File: config.mk
export PLATFORM = sky130hd
export DESIGN_NAME = tmssc_seq
export DESIGN_NICKNAME = d
export VERILOG_FILES = /design/src/hw/rtl/tmssc_pkg.sv /design/src/hw/rtl/tmssc_seq.sv
export SDC_FILE = /design/constraint.sdc
export NUM_CORES = 1
export LEC_CHECK = 0
export ABC_AREA = 1
export BUFFER_PORTS_ARGS = -buffer_cell sky130_fd_sc_hd__buf_2
export CORE_UTILIZATION = 65
export CTS_BUF_LIST = sky130_fd_sc_hd__clkbuf_8
export DETAILED_ROUTE_END_ITERATION = 16
export PLACE_DENSITY = 0.85
export SETUP_SLACK_MARGIN = 0.15
export SYNTH_ARGS = -nofsm -noshare
export SYNTH_HDL_FRONTEND = slang
export SYNTH_SLANG_ARGS = --single-unit
File: constraint.sdc
create_clock -name clk -period 9 [get_ports clk]
set_input_delay 0.45 -clock clk [delete_from_list [all_inputs] [get_ports clk]]
set_output_delay 0.45 -clock clk [all_outputs]
set_load 0.01 [all_outputs]
File: src/hw/rtl/tmssc_pkg.sv
// ----------------------------------------------------------------------------
// tmssc_pkg
// Shared constants, types and helpers for the triggered multi-slot sample
// capture block: slot ring geometry, action codes, sequencer states.
// ----------------------------------------------------------------------------
`default_nettype none

package tmssc_pkg;

  // slot ring geometry
  localparam int SLOT_COUNT    = 8;
  localparam int SLOT_LENGTH   = 4096;
  localparam int CHANNEL_COUNT = 2;
  localparam int SAMPLE_BITS   = 24;

  localparam int STORE_DEPTH = SLOT_COUNT * SLOT_LENGTH * CHANNEL_COUNT;
  localparam int ADDR_W      = $clog2(STORE_DEPTH);
  localparam int SLOT_W      = (SLOT_COUNT > 1) ? $clog2(SLOT_COUNT) : 1;
  localparam int LEN_W       = $clog2(SLOT_LENGTH + 2);
  localparam int ACC_W       = SAMPLE_BITS + $clog2(SLOT_COUNT + 1) + 1;

  localparam logic [LEN_W-1:0]  LEN_FULL  = LEN_W'(SLOT_LENGTH);
  localparam logic [SLOT_W-1:0] SLOT_LAST = SLOT_W'(SLOT_COUNT - 1);

  // port widths fixed by the interface
  localparam int ACTION_W   = 3;
  localparam int CHOICE_W   = 3;
  localparam int NCH_W      = 2;
  localparam int CFG_IDX_W  = 2;
  localparam int CFG_DATA_W = 2;

  // configuration register indexes
  localparam logic [CFG_IDX_W-1:0] REG_ENABLED  = CFG_IDX_W'(0);
  localparam logic [CFG_IDX_W-1:0] REG_CHANNELS = CFG_IDX_W'(1);

  typedef enum logic [ACTION_W-1:0] {
    ACT_FRAME  = 3'd0,
    ACT_PLAY   = 3'd1,
    ACT_DELETE = 3'd2,
    ACT_SELECT = 3'd3,
    ACT_ARM    = 3'd4,
    ACT_DISARM = 3'd5
  } action_t;

  typedef enum logic [2:0] {
    ST_IDLE,
    ST_EXEC,
    ST_RECW,
    ST_SCAN,
    ST_ADD0,
    ST_ADD1,
    ST_DONE
  } state_t;

  // sample store access from the sequencer
  typedef struct packed {
    logic              we;
    logic              re;
    logic              ch;
    logic [ADDR_W-1:0] addr;
  } mem_ctl_t;

  // accumulate strobe toward the mixer
  typedef struct packed {
    logic add;
    logic ch;
  } mix_ctl_t;

  // flat store address of one sample
  function automatic logic [ADDR_W-1:0] store_addr(logic [SLOT_W-1:0] slot,
                                                   logic [LEN_W-1:0] pos,
                                                   logic ch);
    int a;
    a = (int'(slot) * SLOT_LENGTH + int'(pos)) * CHANNEL_COUNT + int'(ch);
    return ADDR_W'(a);
  endfunction

  // channel count register clamped to the supported range
  function automatic logic [NCH_W-1:0] chans_in_use(logic [NCH_W-1:0] a);
    logic [NCH_W-1:0] r;
    r = a;
    if (a == '0) begin
      r = NCH_W'(1);
    end else if (int'(a) > CHANNEL_COUNT) begin
      r = NCH_W'(CHANNEL_COUNT);
    end
    return r;
  endfunction

  // next slot of the ring
  function automatic logic [SLOT_W-1:0] next_slot(logic [SLOT_W-1:0] s);
    logic [SLOT_W-1:0] r;
    r = s + SLOT_W'(1);
    if (s == SLOT_LAST) begin
      r = '0;
    end
    return r;
  endfunction

endpackage

`default_nettype wire

File: src/hw/rtl/tmssc_seq.sv
// ----------------------------------------------------------------------------
// tmssc_seq
// Sequencer and slot state: executes one request, writes the take sample,
// then walks the slot ring issuing one store read per channel of each playing slot.
// ----------------------------------------------------------------------------
`default_nettype none

module tmssc_seq (
  input  wire logic                           clk,
  input  wire logic                           rst,
  input  wire logic                           in_accept,
  input  wire logic [tmssc_pkg::ACTION_W-1:0] in_action,
  input  wire logic [tmssc_pkg::CHOICE_W-1:0] in_choice,
  input  wire logic                           enabled,
  input  wire logic [tmssc_pkg::NCH_W-1:0]    nch,
  input  wire logic                           dry_nz,
  input  wire logic                           out_free,
  output logic                                busy,
  output logic                                out_load,
  output tmssc_pkg::mem_ctl_t                 mem_ctl,
  output tmssc_pkg::mix_ctl_t                 mix_ctl,
  output logic                                recording,
  output logic                                armed,
  output logic      [tmssc_pkg::SLOT_W-1:0]   cur_slot
);

  localparam int SW = tmssc_pkg::SLOT_W;
  localparam int LW = tmssc_pkg::LEN_W;
  localparam int NS = tmssc_pkg::SLOT_COUNT;

  tmssc_pkg::state_t  state, state_next;
  tmssc_pkg::action_t act;
  logic [tmssc_pkg::CHOICE_W-1:0] choice;

  logic [LW-1:0] take_len [NS];
  logic [LW-1:0] play_pos [NS];
  logic [NS-1:0] play_on;

  logic [SW-1:0] scan_slot;
  logic [LW-1:0] scan_pos;
  logic [SW-1:0] rec_slot;
  logic [LW-1:0] rec_pos;

  // take length read port
  logic [SW-1:0] tl_idx;
  logic [LW-1:0] tl_rd;

  // record step terms
  logic          rec_start;
  logic          rec_on;
  logic [LW-1:0] rec_p;
  logic [LW-1:0] rec_len1;
  logic          rec_full;
  logic          rec_wr;

  // playback step terms
  logic [LW-1:0] sp;
  logic [LW-1:0] sp1;
  logic          hit;
  logic          scan_last;

  assign tl_idx = (state == tmssc_pkg::ST_SCAN) ? scan_slot : cur_slot;
  assign tl_rd  = take_len[tl_idx];

  assign rec_start = armed && !recording && dry_nz;
  assign rec_on    = recording || rec_start;
  assign rec_p     = rec_start ? '0 : tl_rd;
  assign rec_len1  = rec_p + LW'(1);
  assign rec_full  = (rec_len1 >= tmssc_pkg::LEN_FULL);
  assign rec_wr    = (rec_p < tmssc_pkg::LEN_FULL);

  assign sp        = play_pos[scan_slot];
  assign sp1       = sp + LW'(1);
  assign hit       = play_on[scan_slot] && (sp < tl_rd) && (sp < tmssc_pkg::LEN_FULL);
  assign scan_last = (scan_slot == tmssc_pkg::SLOT_LAST);

  assign busy = (state != tmssc_pkg::ST_IDLE);

  // state register
  always_ff @(posedge clk) begin
    if (rst) begin
      state <= tmssc_pkg::ST_IDLE;
    end else begin
      state <= state_next;
    end
  end

  // next state and strobes
  always_comb begin
    state_next = state;
    mem_ctl    = '0;
    mix_ctl    = '0;
    out_load   = 1'b0;
    unique case (state)
      tmssc_pkg::ST_IDLE: begin
        if (in_accept) begin
          state_next = tmssc_pkg::ST_EXEC;
        end
      end
      tmssc_pkg::ST_EXEC: begin
        state_next = tmssc_pkg::ST_DONE;
        if (act == tmssc_pkg::ACT_FRAME && enabled) begin
          state_next = tmssc_pkg::ST_SCAN;
          if (armed && rec_on && rec_wr) begin
            mem_ctl.we   = 1'b1;
            mem_ctl.ch   = 1'b0;
            mem_ctl.addr = tmssc_pkg::store_addr(cur_slot, rec_p, 1'b0);
            if (tmssc_pkg::CHANNEL_COUNT > 1) begin
              state_next = tmssc_pkg::ST_RECW;
            end
          end
        end
      end
      tmssc_pkg::ST_RECW: begin
        mem_ctl.we   = 1'b1;
        mem_ctl.ch   = 1'b1;
        mem_ctl.addr = tmssc_pkg::store_addr(rec_slot, rec_pos, 1'b1);
        state_next   = tmssc_pkg::ST_SCAN;
      end
      tmssc_pkg::ST_SCAN: begin
        if (hit) begin
          mem_ctl.re   = 1'b1;
          mem_ctl.addr = tmssc_pkg::store_addr(scan_slot, sp, 1'b0);
          state_next   = tmssc_pkg::ST_ADD0;
        end else if (scan_last) begin
          state_next = tmssc_pkg::ST_DONE;
        end
      end
      tmssc_pkg::ST_ADD0: begin
        mix_ctl.add = 1'b1;
        mix_ctl.ch  = 1'b0;
        if (tmssc_pkg::CHANNEL_COUNT > 1) begin
          mem_ctl.re   = 1'b1;
          mem_ctl.ch   = 1'b1;
          mem_ctl.addr = tmssc_pkg::store_addr(scan_slot, scan_pos, 1'b1);
          state_next   = tmssc_pkg::ST_ADD1;
        end else begin
          state_next = scan_last ? tmssc_pkg::ST_DONE : tmssc_pkg::ST_SCAN;
        end
      end
      tmssc_pkg::ST_ADD1: begin
        mix_ctl.add = (nch >= tmssc_pkg::NCH_W'(2));
        mix_ctl.ch  = 1'b1;
        state_next  = scan_last ? tmssc_pkg::ST_DONE : tmssc_pkg::ST_SCAN;
      end
      tmssc_pkg::ST_DONE: begin
        if (out_free) begin
          out_load   = 1'b1;
          state_next = tmssc_pkg::ST_IDLE;
        end
      end
      default: begin
        state_next = tmssc_pkg::ST_IDLE;
      end
    endcase
  end

  // request latch
  always_ff @(posedge clk) begin
    if (in_accept) begin
      act    <= tmssc_pkg::action_t'(in_action);
      choice <= in_choice;
    end
  end

  // slot state, flags and scan registers
  always_ff @(posedge clk) begin
    if (rst) begin
      for (int i = 0; i < NS; i++) begin
        take_len[i] <= '0;
        play_pos[i] <= '0;
      end
      play_on   <= '0;
      recording <= 1'b0;
      armed     <= 1'b0;
      cur_slot  <= '0;
      scan_slot <= '0;
      scan_pos  <= '0;
      rec_slot  <= '0;
      rec_pos   <= '0;
    end else begin
      case (state)
        tmssc_pkg::ST_EXEC: begin
          scan_slot <= '0;
          unique case (act)
            tmssc_pkg::ACT_FRAME: begin
              if (enabled) begin
                if (armed) begin
                  if (rec_on) begin
                    rec_slot <= cur_slot;
                    rec_pos  <= rec_p;
                    if (rec_full) begin
                      take_len[cur_slot] <= tmssc_pkg::LEN_FULL;
                      recording          <= 1'b0;
                      armed              <= 1'b0;
                      cur_slot           <= tmssc_pkg::next_slot(cur_slot);
                    end else begin
                      take_len[cur_slot] <= rec_len1;
                      recording          <= 1'b1;
                    end
                  end
                end else if (recording) begin
                  // take ends on the first frame after a disarm
                  recording <= 1'b0;
                  cur_slot  <= tmssc_pkg::next_slot(cur_slot);
                end
              end
            end
            tmssc_pkg::ACT_PLAY: begin
              play_on[cur_slot]  <= 1'b1;
              play_pos[cur_slot] <= '0;
            end
            tmssc_pkg::ACT_DELETE: begin
              take_len[cur_slot] <= '0;
            end
            tmssc_pkg::ACT_SELECT: begin
              if (!recording && int'(choice) < NS) begin
                cur_slot <= SW'(choice);
              end
            end
            tmssc_pkg::ACT_ARM: begin
              armed <= 1'b1;
            end
            tmssc_pkg::ACT_DISARM: begin
              armed <= 1'b0;
            end
            default: begin
            end
          endcase
        end
        tmssc_pkg::ST_SCAN: begin
          if (play_on[scan_slot]) begin
            scan_pos <= sp;
            if (sp1 >= tl_rd) begin
              play_on[scan_slot]  <= 1'b0;
              play_pos[scan_slot] <= '0;
            end else begin
              play_pos[scan_slot] <= sp1;
            end
          end
          if (!hit) begin
            scan_slot <= scan_slot + SW'(1);
          end
        end
        tmssc_pkg::ST_ADD0: begin
          if (tmssc_pkg::CHANNEL_COUNT == 1) begin
            scan_slot <= scan_slot + SW'(1);
          end
        end
        tmssc_pkg::ST_ADD1: begin
          scan_slot <= scan_slot + SW'(1);
        end
        default: begin
        end
      endcase
    end
  end

endmodule

`default_nettype wire

==> impl_metrics.yaml <==
run_status:
  status: "complete, no violations"
yosys:
  ys.flop_type: "edfxtp_1"
  avgSynthCellArea_um2: 8.75
  async_flop_share_pct: 0
  synth.area.top_cells: "edfxtp_1, nor2_1, nand2_1"
  synth_nets: 1623
  synth_top_area_share_pct: 46.8
  synth_edf_count: 214
  netlist_top_cells_count: "nor2_1, nand2_1, edfxtp_1"
  ys_seq_area_share_pct: 54.3
  yosysTopAreaCell: "edfxtp_1"
  yosysWarningCount: 0
  synth_seq_cells: 265
  synthCells: 1569
  yosysMostFrequentCell: "nor2_1"
  synth_cell_type_count: 47
  synth_area_mm2: 0.0137
global_routing:
  grt_pass1_vias: 10800
  overflow: 0
  grt_use_total_pct: 32.8
  antenna_found_initial: 0
  grt_max_degree: 55
  grt_pass1_wl_mm: 55.1
finish:
  post_route_cells_drive_above_1_share_pct: 8.53
  fin_nets: 1631
  area.growth.synth_to_final_pct: 6.44
  n_antenna_cell: 0
power:
  p_total_mw: 3.75
  p_leak_nw: 5.69
  peakVddDrop_mv: 0.159
  p_per_area_mw_per_mm2: 257
die:
  initial_utilization_pct: 67.0
  die_h_um: 147
  die_x_um: 147
  ios: 42
  num_rows: 52
  core-area_mm2: 0.0205
  die-area_mm2: 0.0217
sta:
  slew_headroom_pct: 22.0
  hold_viol: 0
  timing.fmax_mhz: 150
  slew_violations: 0
  worst_slew_pin_slew_ns: 1.16
  fin_crit_ns: 6.68
  period_share_pct: 74.2
  final-setup-viol-count: 0
  tns_ns: 0
  rsz0062_at_grt: "false"
  fin_skew_ns: 0.0362
cts:
  cts.clk_slew.worst_paths_ns: 0.06
  cts_buffer_depth: 3
  root_buffer: "clkbuf_8"
  htreeDepth: 2
  cts_hold_buf: 0
  cts_buffers: 41
  cts_tree: "built"
  cts_setup_buffers: 0
  cts_resized: 0
  clkSinkCount: 265
  insertion_delay_ns: 0.55
detailed_routing:
  drtIter0Drc: 1320
  vias: 11500
  dr.pass1.iters: 6
  final_antenna_net_count: 0
  route.detailed.drc: 0
  drt-total-wl_mm: 35.3
  vias_per_cell: 6.11
  post_drt_wl_per_cell_um: 18.8
worst_setup_path:
  path_class: "flip-flop to output port"
  crit_buf_inv: 4
  r2r_cells: 24
  startpoint_type: "flip-flop"
  required_ns: 8.55
  cp_slowest_cell: "nand2_2"
  crit_family: "simple AND/OR/NAND/NOR gates"
  crit_arrival_ns: 6.23
  crit_chain: "inv_2, nand3_2, nand2_2, nand2_2, nand2_1, nand3_1, nand3_1, nand2_1, inv_1, ha_1, a21oi_1, o221ai_1, a21boi_0, o21ai_0, nor2_1, inv_1, o221ai_1, buf_2"
  cp_max_fo: 54
  slowest_delay_ns: 0.84
  endpoint_kind: "output port"
  worstReg2RegEnd: "play_pos[5][12]"
  reg2reg_slack_ns: 2.36
min_path:
  hold_path_depth: 1
  hold_class: "input port to flip-flop"
  holdPathEnd: "act[2]"
  min_from: "in_action[2]"
place:
  place.gp.congestion: 0.956
  portBuffers: 40
  dpl.hpwl_mm: 23.1
run:
  drv_cap: 0
-- layer usage --
layer / routed length [µm] / GRT usage [%] / up-vias
li1: - / - / 5305
met1: 13700 / 44.6 / 5296
met2: 16000 / 51.8 / 737
met3: 4160 / 6.06 / 120
met4: 1440 / 14.4 / 0
met5: 0 / 0 / -
-- worst max path at each step --
stage | endpoint | slack, ns | start | depth (start not counted)
5_1_grt | mem_ctl[15] | 1.76 | state[2] | 20
2_1_floorplan | play_pos[0][0] | 5.03 | flip-flop | 27
3_3_place_gp | play_pos[3][12] | 2.99 | flip-flop | 24
4_1_cts | mem_ctl[15] | 2.45 | state[2] | 20
6_report | mem_ctl[15] | 2.32 | state[2] | 18
3_5_place_dp | play_pos[5][12] | 2.80 | flip-flop | 24
-- sequential cells by signal, summed over array words and instances, names as in the netlist, named ones only --
name,flops
play_on,8
armed,1
cur_slot,3
act,3
scan_slot,3
choice,3
scan_pos,13
play_pos,104
rec_pos,13
state,3
recording,1
take_len,104
rec_slot,3
-- kinds of logic (layout without fill, tap and decap cells) --
family                     Yosys count  in the layout  synth area share [%]
muxes                                1              1                0.0729
DFF                                265            265                  54.3
and+or+nand+nor                    823            823                  25.0
AOI/OAI and AO/OA                  229            229                  9.84
adders and majority gates           40             40                  3.65
buffers and inverters              193            230                  6.00
xor gates and xnor gates            18             18                  1.15
-- report_power, final --
group / total (mW) / internal (mW) / switching [mW]
clock: 0.884 / 0.440 / 0.444
sequential: 1.45 / 1.38 / 0.0681
combinational: 1.42 / 0.410 / 1.01
total: 3.75 / 2.23 / 1.52
-- final cells by class --
class,instances,area (µm²)
Tap cell,270,338
Multi-Input combinational cell,1111,5460
Inverter,115,432
Clock buffer,43,592
Fill cell,1480,5880
Sequential cell,265,7450
Timing Repair Buffer,43,223
Clock inverter,29,119
-- cells in the final DEF, fill, tap and decap left out, types with 4 or more instances in the layout --
cell type  instances
a21oi_1           64
a22oi_1            4
buf_2             40
clkbuf_8          43
clkinv_1          11
dfxtp_1           51
edfxtp_1         214
ha_1              40
inv_1            124
inv_2              5
nand2_1          304
nand2_2           11
nand2_4            7
nand3_1          112
nand4_1            8
nor2_1           338
nor2_2            11
nor3_1            24
o2111ai_1         10
o211ai_1           4
o21ai_0           94
o21ai_1           13
o21ai_2            5
o32ai_1           15
xnor2_1            6
xor2_1            12
-- stage by stage --
stage | cells | cell area [µm²] | setup slack [ns] | hold WS (ns) | utilization (%)
after detailed placement | 1804 | 13900 | 2.80 | 0.453 | 67.8
after global routing | 1876 | 14600 | 1.76 | 0.0850 | 71.3
after floorplan | 1569 | 13700 | 5.03 | 0.430 | -
after global placement | 1804 | 13900 | 2.99 | 0.449 | 67.8
final | 1876 | 14600 | 2.32 | 0.0928 | 71.3
after CTS | 1876 | 14600 | 2.45 | 0.0813 | 71.3
Note: power is estimated with default switching activity, not from simulation.
