## src/hw/rtl/tmssc_pkg.sv

```systemverilog
// ----------------------------------------------------------------------------
// tmssc_pkg
// Shared constants, types and helpers for the triggered multi-slot sample
// capture block: slot ring geometry, action codes, sequencer states.
// ----------------------------------------------------------------------------
`default_nettype none

package tmssc_pkg;

  // slot ring geometry
  localparam int SLOT_COUNT    = 8;
  localparam int SLOT_LENGTH   = 4096;
  localparam int CHANNEL_COUNT = 2;
  localparam int SAMPLE_BITS   = 24;

  localparam int STORE_DEPTH = SLOT_COUNT * SLOT_LENGTH * CHANNEL_COUNT;
  localparam int ADDR_W      = $clog2(STORE_DEPTH);
  localparam int SLOT_W      = (SLOT_COUNT > 1) ? $clog2(SLOT_COUNT) : 1;
  localparam int LEN_W       = $clog2(SLOT_LENGTH + 2);
  localparam int ACC_W       = SAMPLE_BITS + $clog2(SLOT_COUNT + 1) + 1;

  localparam logic [LEN_W-1:0]  LEN_FULL  = LEN_W'(SLOT_LENGTH);
  localparam logic [SLOT_W-1:0] SLOT_LAST = SLOT_W'(SLOT_COUNT - 1);

  // port widths fixed by the interface
  localparam int ACTION_W   = 3;
  localparam int CHOICE_W   = 3;
  localparam int NCH_W      = 2;
  localparam int CFG_IDX_W  = 2;
  localparam int CFG_DATA_W = 2;

  // configuration register indexes
  localparam logic [CFG_IDX_W-1:0] REG_ENABLED  = CFG_IDX_W'(0);
  localparam logic [CFG_IDX_W-1:0] REG_CHANNELS = CFG_IDX_W'(1);

  typedef enum logic [ACTION_W-1:0] {
    ACT_FRAME  = 3'd0,
    ACT_PLAY   = 3'd1,
    ACT_DELETE = 3'd2,
    ACT_SELECT = 3'd3,
    ACT_ARM    = 3'd4,
    ACT_DISARM = 3'd5
  } action_t;

  typedef enum logic [2:0] {
    ST_IDLE,
    ST_EXEC,
    ST_RECW,
    ST_SCAN,
    ST_ADD0,
    ST_ADD1,
    ST_DONE
  } state_t;

  // sample store access from the sequencer
  typedef struct packed {
    logic              we;
    logic              re;
    logic              ch;
    logic [ADDR_W-1:0] addr;
  } mem_ctl_t;

  // accumulate strobe toward the mixer
  typedef struct packed {
    logic add;
    logic ch;
  } mix_ctl_t;

  // flat store address of one sample
  function automatic logic [ADDR_W-1:0] store_addr(logic [SLOT_W-1:0] slot,
                                                   logic [LEN_W-1:0] pos,
                                                   logic ch);
    int a;
    a = (int'(slot) * SLOT_LENGTH + int'(pos)) * CHANNEL_COUNT + int'(ch);
    return ADDR_W'(a);
  endfunction

  // channel count register clamped to the supported range
  function automatic logic [NCH_W-1:0] chans_in_use(logic [NCH_W-1:0] a);
    logic [NCH_W-1:0] r;
    r = a;
    if (a == '0) begin
      r = NCH_W'(1);
    end else if (int'(a) > CHANNEL_COUNT) begin
      r = NCH_W'(CHANNEL_COUNT);
    end
    return r;
  endfunction

  // next slot of the ring
  function automatic logic [SLOT_W-1:0] next_slot(logic [SLOT_W-1:0] s);
    logic [SLOT_W-1:0] r;
    r = s + SLOT_W'(1);
    if (s == SLOT_LAST) begin
      r = '0;
    end
    return r;
  endfunction

endpackage

`default_nettype wire

```

## src/hw/rtl/tmssc_mix.sv

```systemverilog
// ----------------------------------------------------------------------------
// tmssc_mix
// Per-channel accumulators with one shared adder. Loaded with the dry frame
// on a frame request (cleared on any other request), then summed with stored samples and saturated.
// ----------------------------------------------------------------------------
`default_nettype none

module tmssc_mix (
  input  wire logic                              clk,
  input  wire logic                              load,
  input  wire logic [tmssc_pkg::ACTION_W-1:0]    action,
  input  wire logic [tmssc_pkg::SAMPLE_BITS-1:0] sample_left,
  input  wire logic [tmssc_pkg::SAMPLE_BITS-1:0] sample_right,
  input  wire logic [tmssc_pkg::NCH_W-1:0]       nch,
  input  wire tmssc_pkg::mix_ctl_t               ctl,
  input  wire logic [tmssc_pkg::SAMPLE_BITS-1:0] rdata,
  input  wire logic                              wr_ch,
  output logic      [tmssc_pkg::SAMPLE_BITS-1:0] wdata,
  output logic                                   dry_nz,
  output logic      [tmssc_pkg::SAMPLE_BITS-1:0] sat_left,
  output logic      [tmssc_pkg::SAMPLE_BITS-1:0] sat_right
);

  localparam int SB  = tmssc_pkg::SAMPLE_BITS;
  localparam int AW  = tmssc_pkg::ACC_W;
  localparam int EXT = AW - SB;

  logic [AW-1:0] acc [2];
  logic [AW-1:0] acc_sel;
  logic [AW-1:0] sum;
  logic          is_frame;

  assign is_frame = (tmssc_pkg::action_t'(action) == tmssc_pkg::ACT_FRAME);

  // shared adder
  assign acc_sel = acc[ctl.ch];
  assign sum     = acc_sel + {{EXT{rdata[SB-1]}}, rdata};

  // accumulator load and update
  always_ff @(posedge clk) begin
    if (load) begin
      acc[0] <= is_frame ? {{EXT{sample_left[SB-1]}}, sample_left} : '0;
      acc[1] <= (is_frame && nch >= tmssc_pkg::NCH_W'(2))
                ? {{EXT{sample_right[SB-1]}}, sample_right} : '0;
    end else if (ctl.add) begin
      acc[ctl.ch] <= sum;
    end
  end

  // dry values still sit in the accumulators before any playback add
  assign wdata  = acc[wr_ch][SB-1:0];
  assign dry_nz = (acc[0] != '0) || (acc[1] != '0);

  // saturation to the sample range
  function automatic logic [SB-1:0] sat(logic [AW-1:0] v);
    logic [SB-1:0] r;
    r = v[SB-1:0];
    if (v[AW-1:SB-1] != '0 && v[AW-1:SB-1] != '1) begin
      r = v[AW-1] ? {1'b1, {(SB-1){1'b0}}} : {1'b0, {(SB-1){1'b1}}};
    end
    return r;
  endfunction

  assign sat_left  = sat(acc[0]);
  assign sat_right = sat(acc[1]);

endmodule

`default_nettype wire

```

## config.mk

```make
export PLATFORM = sky130hd
export DESIGN_NAME = tmssc_mix
export DESIGN_NICKNAME = d
export VERILOG_FILES = /design/src/hw/rtl/tmssc_pkg.sv /design/src/hw/rtl/tmssc_mix.sv
export SDC_FILE = /design/constraint.sdc
export NUM_CORES = 1
export LEC_CHECK = 0
export ABC_AREA = 1
export BUFFER_PORTS_ARGS = -buffer_cell sky130_fd_sc_hd__buf_2
export CAP_MARGIN = 15
export CELL_PAD_IN_SITES_DETAIL_PLACEMENT = 0
export CELL_PAD_IN_SITES_GLOBAL_PLACEMENT = 1
export CORE_UTILIZATION = 40
export DETAILED_ROUTE_END_ITERATION = 7
export GPL_TIMING_DRIVEN = 1
export HOLD_SLACK_MARGIN = 0.03
export PLACE_DENSITY_LB_ADDON = 0.1
export SLEW_MARGIN = 15
export SYNTH_ARGS = -nofsm -noshare
export SYNTH_HDL_FRONTEND = slang
export SYNTH_SLANG_ARGS = --single-unit
```

## constraint.sdc

```tcl
create_clock -name clk -period 7.8 [get_ports clk]
set_clock_uncertainty 0.15 [all_clocks]
set_input_delay 0.78 -clock clk [delete_from_list [all_inputs] [get_ports clk]]
set_output_delay 0.78 -clock clk [all_outputs]
set_load 0.02 [all_outputs]
```

==> impl_metrics.csv, run 1 <==
group,metric,value,unit
timing,finalMaxSlewViolations,0,
floorplan,die_w,122,um
route,post_drt_wl_per_cell,15.8,um
cts,insertion_delay,0.33,ns
cts,post_cts_resized,0,
timing,rsz0062_at_grt,"false",
finish,top_register,"acc",
setup_path,path_cells,"buf_2 -> o21ai_0 -> ha_1 -> fa_1 -> nand3_1 -> nand3_1 -> nand3_1 -> nand3_1 -> nand2_1 -> nand3_1 -> nand3_1 -> nand2_1",
run,cap_violations,0,
route,drt_iter0_drc,463,
logic_synthesis,yosys.area.top_type,"edfxtp_1",
logic_synthesis,synth_edf_count,58,
pwr,peakVddDrop,0.109,mV
cts,clkTransAtPathRegs,0.05,ns
timing,setup_ws,4.13,ns
timing,worst_hold_slack,0.580,ns
cts,cts_setup_buffers,0,
floorplan,die_area,14900,um^2
finish,largest_reg_flops,58,
setup_path,worst_setup_path_start_kind,"primary input",
setup_path,cp_common_cell,"nand3_1",
setup_path,timing.setup.critical_path_class,"primary input to flop",
min_path,hp-class,"primary input to flop",
cts,cts_buffers,9,
route,wl,19600,um
setup_path,critical_path.endpoint_type,"flop",
logic_synthesis,synth_top_area_share,30.2,%
route,first_pass_iters,5,
floorplan,pin_count,155,
pwr,power_density,179,nW/um^2
logic_synthesis,synth_fp_nets,1029,
floorplan,rows,43,
timing,worstMarginPinSlew,0.933,ns
pwr,p_leak,3.65,nW
setup_path,crit_arrival,3.59,ns
logic_synthesis,ys_top_cells_by_area,"edfxtp_1 (30%), nand2_1 (22%), inv_1 (9.8%), o21ai_0 (9.0%), nand3_1 (6.9%)",
logic_synthesis,ys_types,31,
timing,fin_crit_sh,47.0,%
logic_synthesis,syn_inst,918,
global_routing,grt_max_degree,61,
finish,nets,1165,
cts,cts_buffer_depth,2,
cts,cts_tree,"done",
global_routing,track_usage,26.6,%
timing,slew_headroom,37.8,%
cts,cts_root_buf,"clkbuf_16",
global_routing,grt_pass1_vias,5413,
place,post-place-ws,3.87,ns
global_routing,overflow,0,
cts,cts_hold_buf,0,
route,postRouteAntennaNets,0,
pwr,internal_power,767,uW
run_status,outcome,"finished, final reports clean",
logic_synthesis,ys.flop_type,"edfxtp_1",
pwr,netSwitchingFraction,38.0,%
setup_path,max_stage_delay,0.70,ns
floorplan,start_util,41.2,%
place,place_congestion,0.904,
route,viasPerCell,4.97,
logic_synthesis,synth_seq_cells,58,
setup_path,worstPathMaxFanout,60,
cts,cts.sink_count,58,
pwr,p_clk_share,30.1,%
place,dp_cells,1223,
global_routing,grt_pass1_wl,29300,um
timing,finalSetupViolations,0,
timing,hold_viol,0,
pwr,seq_power_share,31.8,%
floorplan,die_y,122,um
cts,ctsHtreeMaxLevel,3,
global_routing,antenna_found_initial,2,
logic_synthesis,yosysWarnings,0,
setup_path,crit_required,7.72,ns
floorplan,core-area,14000,um^2
finish,fin_util,49.5,%
route,num_vias,6162,
logic_synthesis,syn-cell-area,5770,um^2
finish,reg_top3,"acc x58",
finish,fin_cells,1241,
finish,syn_to_final_growth,20.0,%
timing,fmax,0.273,GHz
timing,final.min_clock_period,3.67,ns
place,port_buffers,153,
setup_path,regToRegSetupSlack,4.95,ns
setup_path,crit_path_top_delay_cell,"buf_2",
timing,fin_tns_setup,0,ns
logic_synthesis,synth.top_cells.by_count,"nand2_1 (339), inv_1 (151), o21ai_0 (104), nand3_1 (80), edfxtp_1 (58)",
logic_synthesis,yosysMostFrequentCell,"nand2_1",
logic_synthesis,synth_seq_area_share,30.2,%
logic_synthesis,synthArstFlopShare,0,%
route,drc,0,
logic_synthesis,avgSynthCellArea,6.28,um^2
pwr,combPwrFrac,38.1,%
finish,drive_gt1_share,17.7,%
pwr,p_switching,471,uW
place,hpwl,16200,um
-- cell type report --
type	count	area [um^2]
Fill cell	1516	7060
Multi-Input combinational cell	674	3300
Sequential cell	58	1740
Timing Repair Buffer	157	796
Inverter	154	578
Clock buffer	12	236
Tap cell	180	225
Clock inverter	4	42.5
Antenna cell	2	5.00
-- worst paths after layout --
kind / start / cells after the start / endpoint
worst max-delay path: ctl[0] / 12 / acc[0][28]
worst min-delay path: sample_left[19] / 3 / acc[0][19]
worst max register to register: acc[1][0] / 12 / acc[0][28]
worst min register to register: acc[1][0] / 5 / acc[1][0]
-- critical path: cells and delay by family --
kind / cells / cell delay, ns
compound gates: 1 / 0.34
simple gates: 8 / 0.97
buf+inv: 1 / 0.70
fa+ha+maj: 2 / 0.77
-- power groups by stage --
stage	Combinational, mW	Clock, mW	Sequential [mW]
CTS	0.469	0.375	0.393
floorplan	0.320	0	0.393
finish	0.472	0.373	0.394
global route	0.524	0.386	0.397
global placement	0.467	0	0.398
detailed placement	0.467	0	0.399
-- cell usage in the layout, fill, tap and decap left out, types with 3 or more instances in the layout --
master	n
nor2_1	39
nand3_1	80
xnor2_1	9
nor3_2	3
nor3_1	3
clkbuf_16	9
a21oi_1	15
xor2_1	4
buf_4	4
buf_2	153
o21ai_2	11
ha_1	28
inv_1	151
o21ai_0	104
nand2_1	339
edfxtp_1	58
nor4_1	5
clkinv_1	3
clkbuf_1	3
nand3b_1	9
nand4_1	16
-- per-stage QoR --
stage                     cell area (um^2)  total power [mW]
after floorplan                       5770             0.713
after global placement                6640             0.866
after detailed placement              6640             0.866
after CTS                             6920              1.24
after global routing                  6920              1.31
final                                 6920              1.24
-- layer usage --
layer,wire (um),GRT usage (%),vias to the layer above
li1,-,-,3222
met1,10000,42.1,2654
met2,7800,37.4,264
met3,1460,2.76,22
met4,348,7.62,0
met5,0,0,-
-- cells by family after synthesis --
group | share of synthesized area [%]
and+or+nand+nor | 36.1
buffers and inverters | 12.7
AOI/OAI and AO/OA | 12.6
DFF | 30.2
adders and majority gates | 6.42
xor gates and xnor gates | 1.97
Note: power is estimated with default switching activity, not from simulation.
==> inputs of run 2 (changes only) <==
--- a/config.mk
+++ b/config.mk
@@ -5,7 +5,7 @@
 export SDC_FILE = /design/constraint.sdc
 export NUM_CORES = 1
 export LEC_CHECK = 0
-export ABC_AREA = 1
+export ABC_AREA = 0
 export BUFFER_PORTS_ARGS = -buffer_cell sky130_fd_sc_hd__buf_2
 export CAP_MARGIN = 15
 export CELL_PAD_IN_SITES_DETAIL_PLACEMENT = 0
==> constraint.sdc (replaced) <==
create_clock -name clk -period 3.46 [get_ports clk]
set_clock_uncertainty 0.15 [all_clocks]
set_input_delay 0.346 -clock clk [delete_from_list [all_inputs] [get_ports clk]]
set_output_delay 0.346 -clock clk [all_outputs]
set_load 0.02 [all_outputs]
==> impl_metrics.csv, run 2 <==
group,metric,value,unit
pwr,p_clk_share,28.7,%
floorplan,die_y,114,um
route,viasPerCell,5.80,
finish,nets,785,
finish,drive_gt1_share,40.1,%
route,post_drt_wl_per_cell,21.3,um
pwr,p_leak,2.84,nW
run,cap_violations,0,
timing,worstMarginPinSlew,0.679,ns
cts,clkTransAtPathRegs,0.05,ns
cts,cts_buffers,9,
cts,cts_buffer_depth,2,
setup_path,crit_required,3.38,ns
place,hpwl,13800,um
logic_synthesis,synthArstFlopShare,0,%
finish,nFillCells,1138,
finish,largest_reg_flops,58,
place,post-place-ws,-0.0799,ns
setup_path,max_stage_delay,0.42,ns
logic_synthesis,ys.flop_type,"edfxtp_1",
cts,cts.sink_count,58,
pwr,netSwitchingFraction,35.7,%
run_status,outcome,"finished, final reports clean",
global_routing,antenna_found_initial,0,
logic_synthesis,ys_top_cells_by_area,"edfxtp_1 (35%), mux2_2 (12%), a22o_1 (7.7%), o21a_1 (7.5%), ha_1 (7.0%)",
timing,setup_ws,0.117,ns
cts,post_cts_resized,0,
logic_synthesis,syn_inst,502,
setup_path,critical_path.endpoint_type,"flop",
route,drt_iter0_drc,301,
pwr,peakVddDrop,0.231,mV
pwr,internal_power,1.91,mW
global_routing,grt_pass1_vias,4879,
finish,top_register,"acc",
finish,syn_to_final_growth,29.2,%
logic_synthesis,synth.top_cells.by_count,"edfxtp_1 (58), mux2_2 (52), o21a_1 (50), a22o_1 (44), a21oi_1 (32)",
pwr,power_density,457,nW/um^2
pwr,p_switching,1.06,mW
timing,finalMaxSlewViolations,0,
min_path,hp-class,"primary input to flop",
logic_synthesis,yosys.area.top_type,"edfxtp_1",
timing,fin_tns_setup,0,ns
timing,fin_crit_sh,96.6,%
place,dp_cells,831,
timing,worst_hold_slack,0.151,ns
finish,final_common_cell,"buf_2",
route,num_vias,4908,
cts,ctsHtreeMaxLevel,3,
floorplan,die_w,114,um
logic_synthesis,synth_edf_count,58,
setup_path,cp_common_cell,"o21ai_1",
setup_path,worst_setup_path_start_kind,"flop",
timing,slew_headroom,54.8,%
route,first_pass_iters,5,
floorplan,rows,40,
logic_synthesis,avgSynthCellArea,10.0,um^2
logic_synthesis,syn-cell-area,5040,um^2
timing,hold_viol,0,
global_routing,overflow,0,
logic_synthesis,synth_top_area_share,34.6,%
pwr,combPwrFrac,40.1,%
cts,cts_tree,"done",
setup_path,crit_arrival,3.26,ns
finish,reg_top3,"acc x58",
finish,mostFrequentLayoutCells,"buf_2 (153), edfxtp_1 (58), mux2_2 (52)",
floorplan,die_area,13000,um^2
setup_path,crit_path_top_delay_cell,"edfxtp_1",
global_routing,track_usage,28.1,%
cts,cts_setup_buffers,0,
floorplan,pin_count,155,
timing,final.min_clock_period,3.34,ns
finish,num_antenna_cells,0,
pwr,seq_power_share,31.2,%
route,postRouteAntennaNets,0,
cts,insertion_delay,0.33,ns
logic_synthesis,yosysMostFrequentCell,"edfxtp_1",
place,port_buffers,153,
cts,cts_root_buf,"clkbuf_16",
logic_synthesis,yosysWarnings,0,
floorplan,start_util,41.4,%
logic_synthesis,synth_seq_cells,58,
setup_path,timing.setup.critical_path_class,"flop to flop",
logic_synthesis,synth_seq_area_share,34.6,%
floorplan,core-area,12200,um^2
route,wl,18000,um
setup_path,worstPathMaxFanout,4,
finish,fin_cells,846,
logic_synthesis,ys_types,56,
timing,rsz0062_at_grt,"false",
logic_synthesis,synth_fp_nets,613,
setup_path,path_cells,"mux2_2 -> ha_1 -> fa_1 -> a211oi_1 -> o21ai_1 -> a31oi_1 -> o21ai_1 -> o22ai_1 -> xnor2_1 -> o21ai_1",
finish,fin_util,53.5,%
timing,finalSetupViolations,0,
timing,fmax,0.299,GHz
route,drc,0,
place,place_congestion,0.964,
global_routing,grt_pass1_wl,27100,um
cts,cts_hold_buf,0,
global_routing,grt_max_degree,25,
-- run 2: cell types whose count changed after synthesis, sizes merged, moves of 44 or more --
cell,change
nand3,-78
nand2,-312
a22o,+44
inv,-145
o21ai,-89
mux2,+52
o21a,+50
-- run 2: final cells by class --
type,count,area (um^2),share of cell area [%]
sequential,58,1740,26.8
tap,168,210,3.23
clock buffer,11,233,3.57
clock inverter,4,43.8,0.673
multi-input combinational,401,3140,48.2
timing repair buffer,196,1110,17.1
inverter,8,30.0,0.461
-- run 2: power groups by stage --
| stage | registers, mW | logic, mW | clock network [mW] |
|---|---|---|---|
| after floorplan | 0.907 | 0.786 | 0 |
| after global placement | 0.939 | 1.17 | 0 |
| after detailed placement | 0.939 | 1.18 | 0 |
| after CTS | 0.926 | 1.19 | 0.858 |
| after global routing | 0.937 | 1.29 | 0.887 |
| final | 0.928 | 1.19 | 0.855 |
-- run 2: logic make-up after synthesis --
logic type | synth area share [%]
flip-flops | 34.6
XOR/XNOR | 4.69
buffers and inverters | 3.48
AND/OR/NAND/NOR | 10.4
AO/OA/AOI/OAI | 27.6
adder cells (fa/ha/maj) | 7.35
multiplexers | 11.8
-- run 2: path summary, 6_finish.rpt --
| path | start | endpoint | cells past startpoint | slack [ns] |
|---|---|---|---|---|
| setup / recovery | acc[1][0] | acc[1][28] | 10 | 0.12 |
| hold / removal | sample_left[10] | acc[0][10] | 2 | 0.15 |
| setup reg to reg | acc[1][0] | acc[1][28] | 10 | 0.12 |
| hold reg to reg | acc[0][0] | acc[0][0] | 3 | 0.76 |
-- run 2: per-stage QoR --
step / area, um^2 / total power, mW
finish: 6510 / 2.97
global route: 6510 / 3.11
CTS: 6510 / 2.97
detailed placement: 6230 / 2.12
global placement: 6230 / 2.11
floorplan: 5040 / 1.69
-- run 2: worst max-delay path: cells and delay by family, from the launching register on --
| family | cells | cell delay, ns |
|---|---|---|
| xor+xnor | 1 | 0.19 |
| compound gates | 6 | 1.40 |
| flops | 1 | 0.42 |
| mux | 1 | 0.29 |
| fa+ha+maj | 2 | 0.62 |
-- run 2: routing by layer --
metal | GRT usage (%) | vias to the layer above | wire length, um
li1 | - | 2327 | -
met1 | 38.4 | 2366 | 8160
met2 | 47.2 | 197 | 8470
met3 | 2.28 | 18 | 1070
met4 | 8.57 | 0 | 302
met5 | 0 | - | 0
==> inputs of run 3 (changes only) <==
--- a/config.mk
+++ b/config.mk
@@ -10,9 +10,10 @@
 export CAP_MARGIN = 15
 export CELL_PAD_IN_SITES_DETAIL_PLACEMENT = 0
 export CELL_PAD_IN_SITES_GLOBAL_PLACEMENT = 1
+export CORE_MARGIN = 8
 export CORE_UTILIZATION = 40
 export DETAILED_ROUTE_END_ITERATION = 7
-export GPL_TIMING_DRIVEN = 1
+export GPL_TIMING_DRIVEN = 0
 export HOLD_SLACK_MARGIN = 0.03
 export PLACE_DENSITY_LB_ADDON = 0.1
 export SLEW_MARGIN = 15
==> impl_metrics.csv, run 3 (synthesis gave the netlist of run 2 again) <==
group,metric,value,unit
floorplan,rows,41,
cts,cts_setup_buffers,0,
route,first_pass_iters,6,
finish,final_common_cell,"buf_2",
route,postRouteAntennaNets,0,
finish,largest_reg_flops,58,
route,wl,19400,um
finish,drive_gt1_share,36.0,%
setup_path,crit_arrival,3.30,ns
pwr,p_leak,2.72,nW
cts,cts_buffers,9,
floorplan,pin_count,155,
finish,syn_to_final_growth,26.9,%
finish,mostFrequentLayoutCells,"buf_2 (157), edfxtp_1 (58), mux2_2 (52)",
cts,cts_root_buf,"clkbuf_16",
floorplan,die_area,16400,um^2
timing,finalSetupViolations,0,
global_routing,grt_max_degree,24,
finish,fin_cells,841,
timing,hold_viol,0,
timing,slew_headroom,47.5,%
cts,ctsHtreeMaxLevel,3,
run,cap_violations,0,
cts,insertion_delay,0.33,ns
floorplan,core-area,12500,um^2
finish,top_register,"acc",
timing,fmax,0.296,GHz
timing,fin_tns_setup,0,ns
cts,cts_tree,"done",
run_status,outcome,"finished, final reports clean",
min_path,hp-class,"primary input to flop",
cts,cts_hold_buf,0,
global_routing,track_usage,23.2,%
place,port_buffers,152,
cts,cts_buffer_depth,2,
floorplan,start_util,40.4,%
setup_path,worst_setup_path_start_kind,"flop",
cts,clkTransAtPathRegs,0.05,ns
setup_path,worstPathMaxFanout,4,
pwr,p_total,3.01,mW
route,num_vias,4926,
timing,rsz0062_at_grt,"false",
global_routing,antenna_found_initial,0,
timing,final.min_clock_period,3.38,ns
finish,reg_top3,"acc x58",
place,hpwl,15300,um
timing,finalMaxSlewViolations,0,
pwr,power_density,470,nW/um^2
setup_path,crit_required,3.39,ns
setup_path,timing.setup.critical_path_class,"flop to flop",
setup_path,critical_path.endpoint_type,"flop",
route,post_drt_wl_per_cell,23.1,um
place,dp_cells,828,
global_routing,overflow,0,
route,viasPerCell,5.86,
timing,fin_crit_sh,97.6,%
global_routing,grt_pass1_vias,5074,
timing,worstMarginPinSlew,0.788,ns
place,place_congestion,0.875,
finish,nets,777,
route,drc,0,
global_routing,grt_pass1_wl,29000,um
finish,fin_util,51.3,%
cts,cts.sink_count,58,
pwr,peakVddDrop,0.227,mV
finish,num_antenna_cells,0,
route,drt_iter0_drc,356,
floorplan,die_y,128,um
floorplan,die_w,128,um
==> run 3: area by class of cell <==
type,count,area (um^2)
Clock buffer,9,225
Timing Repair Buffer,154,811
Sequential cell,58,1740
Tap cell,172,215
Multi-Input combinational cell,401,3150
Inverter,8,30.0
Buffer,34,146
Fill cell,1210,6070
Clock inverter,5,71.3
==> run 3: per-layer routing <==
metal	up-vias	share of wire [%]	track usage, %
met3	31	6.4	4.58
met5	-	0	0
met2	201	45	35.2
met4	0	2.5	7.83
met1	2395	47	32.0
li1	2299	-	-
==> run 3: worst paths after layout <==
check,endpoint,depth (start not counted),start,slack [ns]
min,acc[0][4],2,sample_left[4],0.15
max,acc[0][16],10,acc[1][0],0.08
max reg2reg,acc[0][16],10,acc[1][0],0.08
min reg2reg,acc[0][0],3,acc[1][0],0.76
==> run 3: critical path, cell delays in order, from the launching register on <==
cell	delay, ns
edfxtp_1	0.42
mux2_2	0.29
ha_1	0.22
fa_1	0.45
a211oi_1	0.26
o21ai_1	0.23
a31oi_2	0.35
o21bai_1	0.16
a21oi_1	0.26
xnor2_1	0.12
a22o_1	0.23
==> run 3: what timing repair did <==
action | CTS | global route
resized for setup | 4 | 4
pin swaps | 0 | 1
setup endpoints to repair | 35 | 8
==> run 3: power breakdown <==
| group | internal (mW) | total [mW] | leakage, nW | switching [mW] |
|---|---|---|---|---|
| sequential | 0.855 | 0.928 | 0.606 | 0.0729 |
| combinational | 0.459 | 1.16 | 1.96 | 0.702 |
| clock | 0.614 | 0.919 | 0.144 | 0.305 |
| total | 1.93 | 3.01 | 2.72 | 1.08 |
==> run 3: per-stage QoR <==
step | hold WS (ns) | setup slack (ns) | cell area (um^2)
global route | 0.153 | 0.00273 | 6390
finish | 0.151 | 0.0829 | 6390
floorplan | 0.390 | 0.0143 | 5040
detailed placement | 0.490 | -0.927 | 6070
global placement | 0.486 | -0.909 | 6010
CTS | 0.145 | 0.0346 | 6370
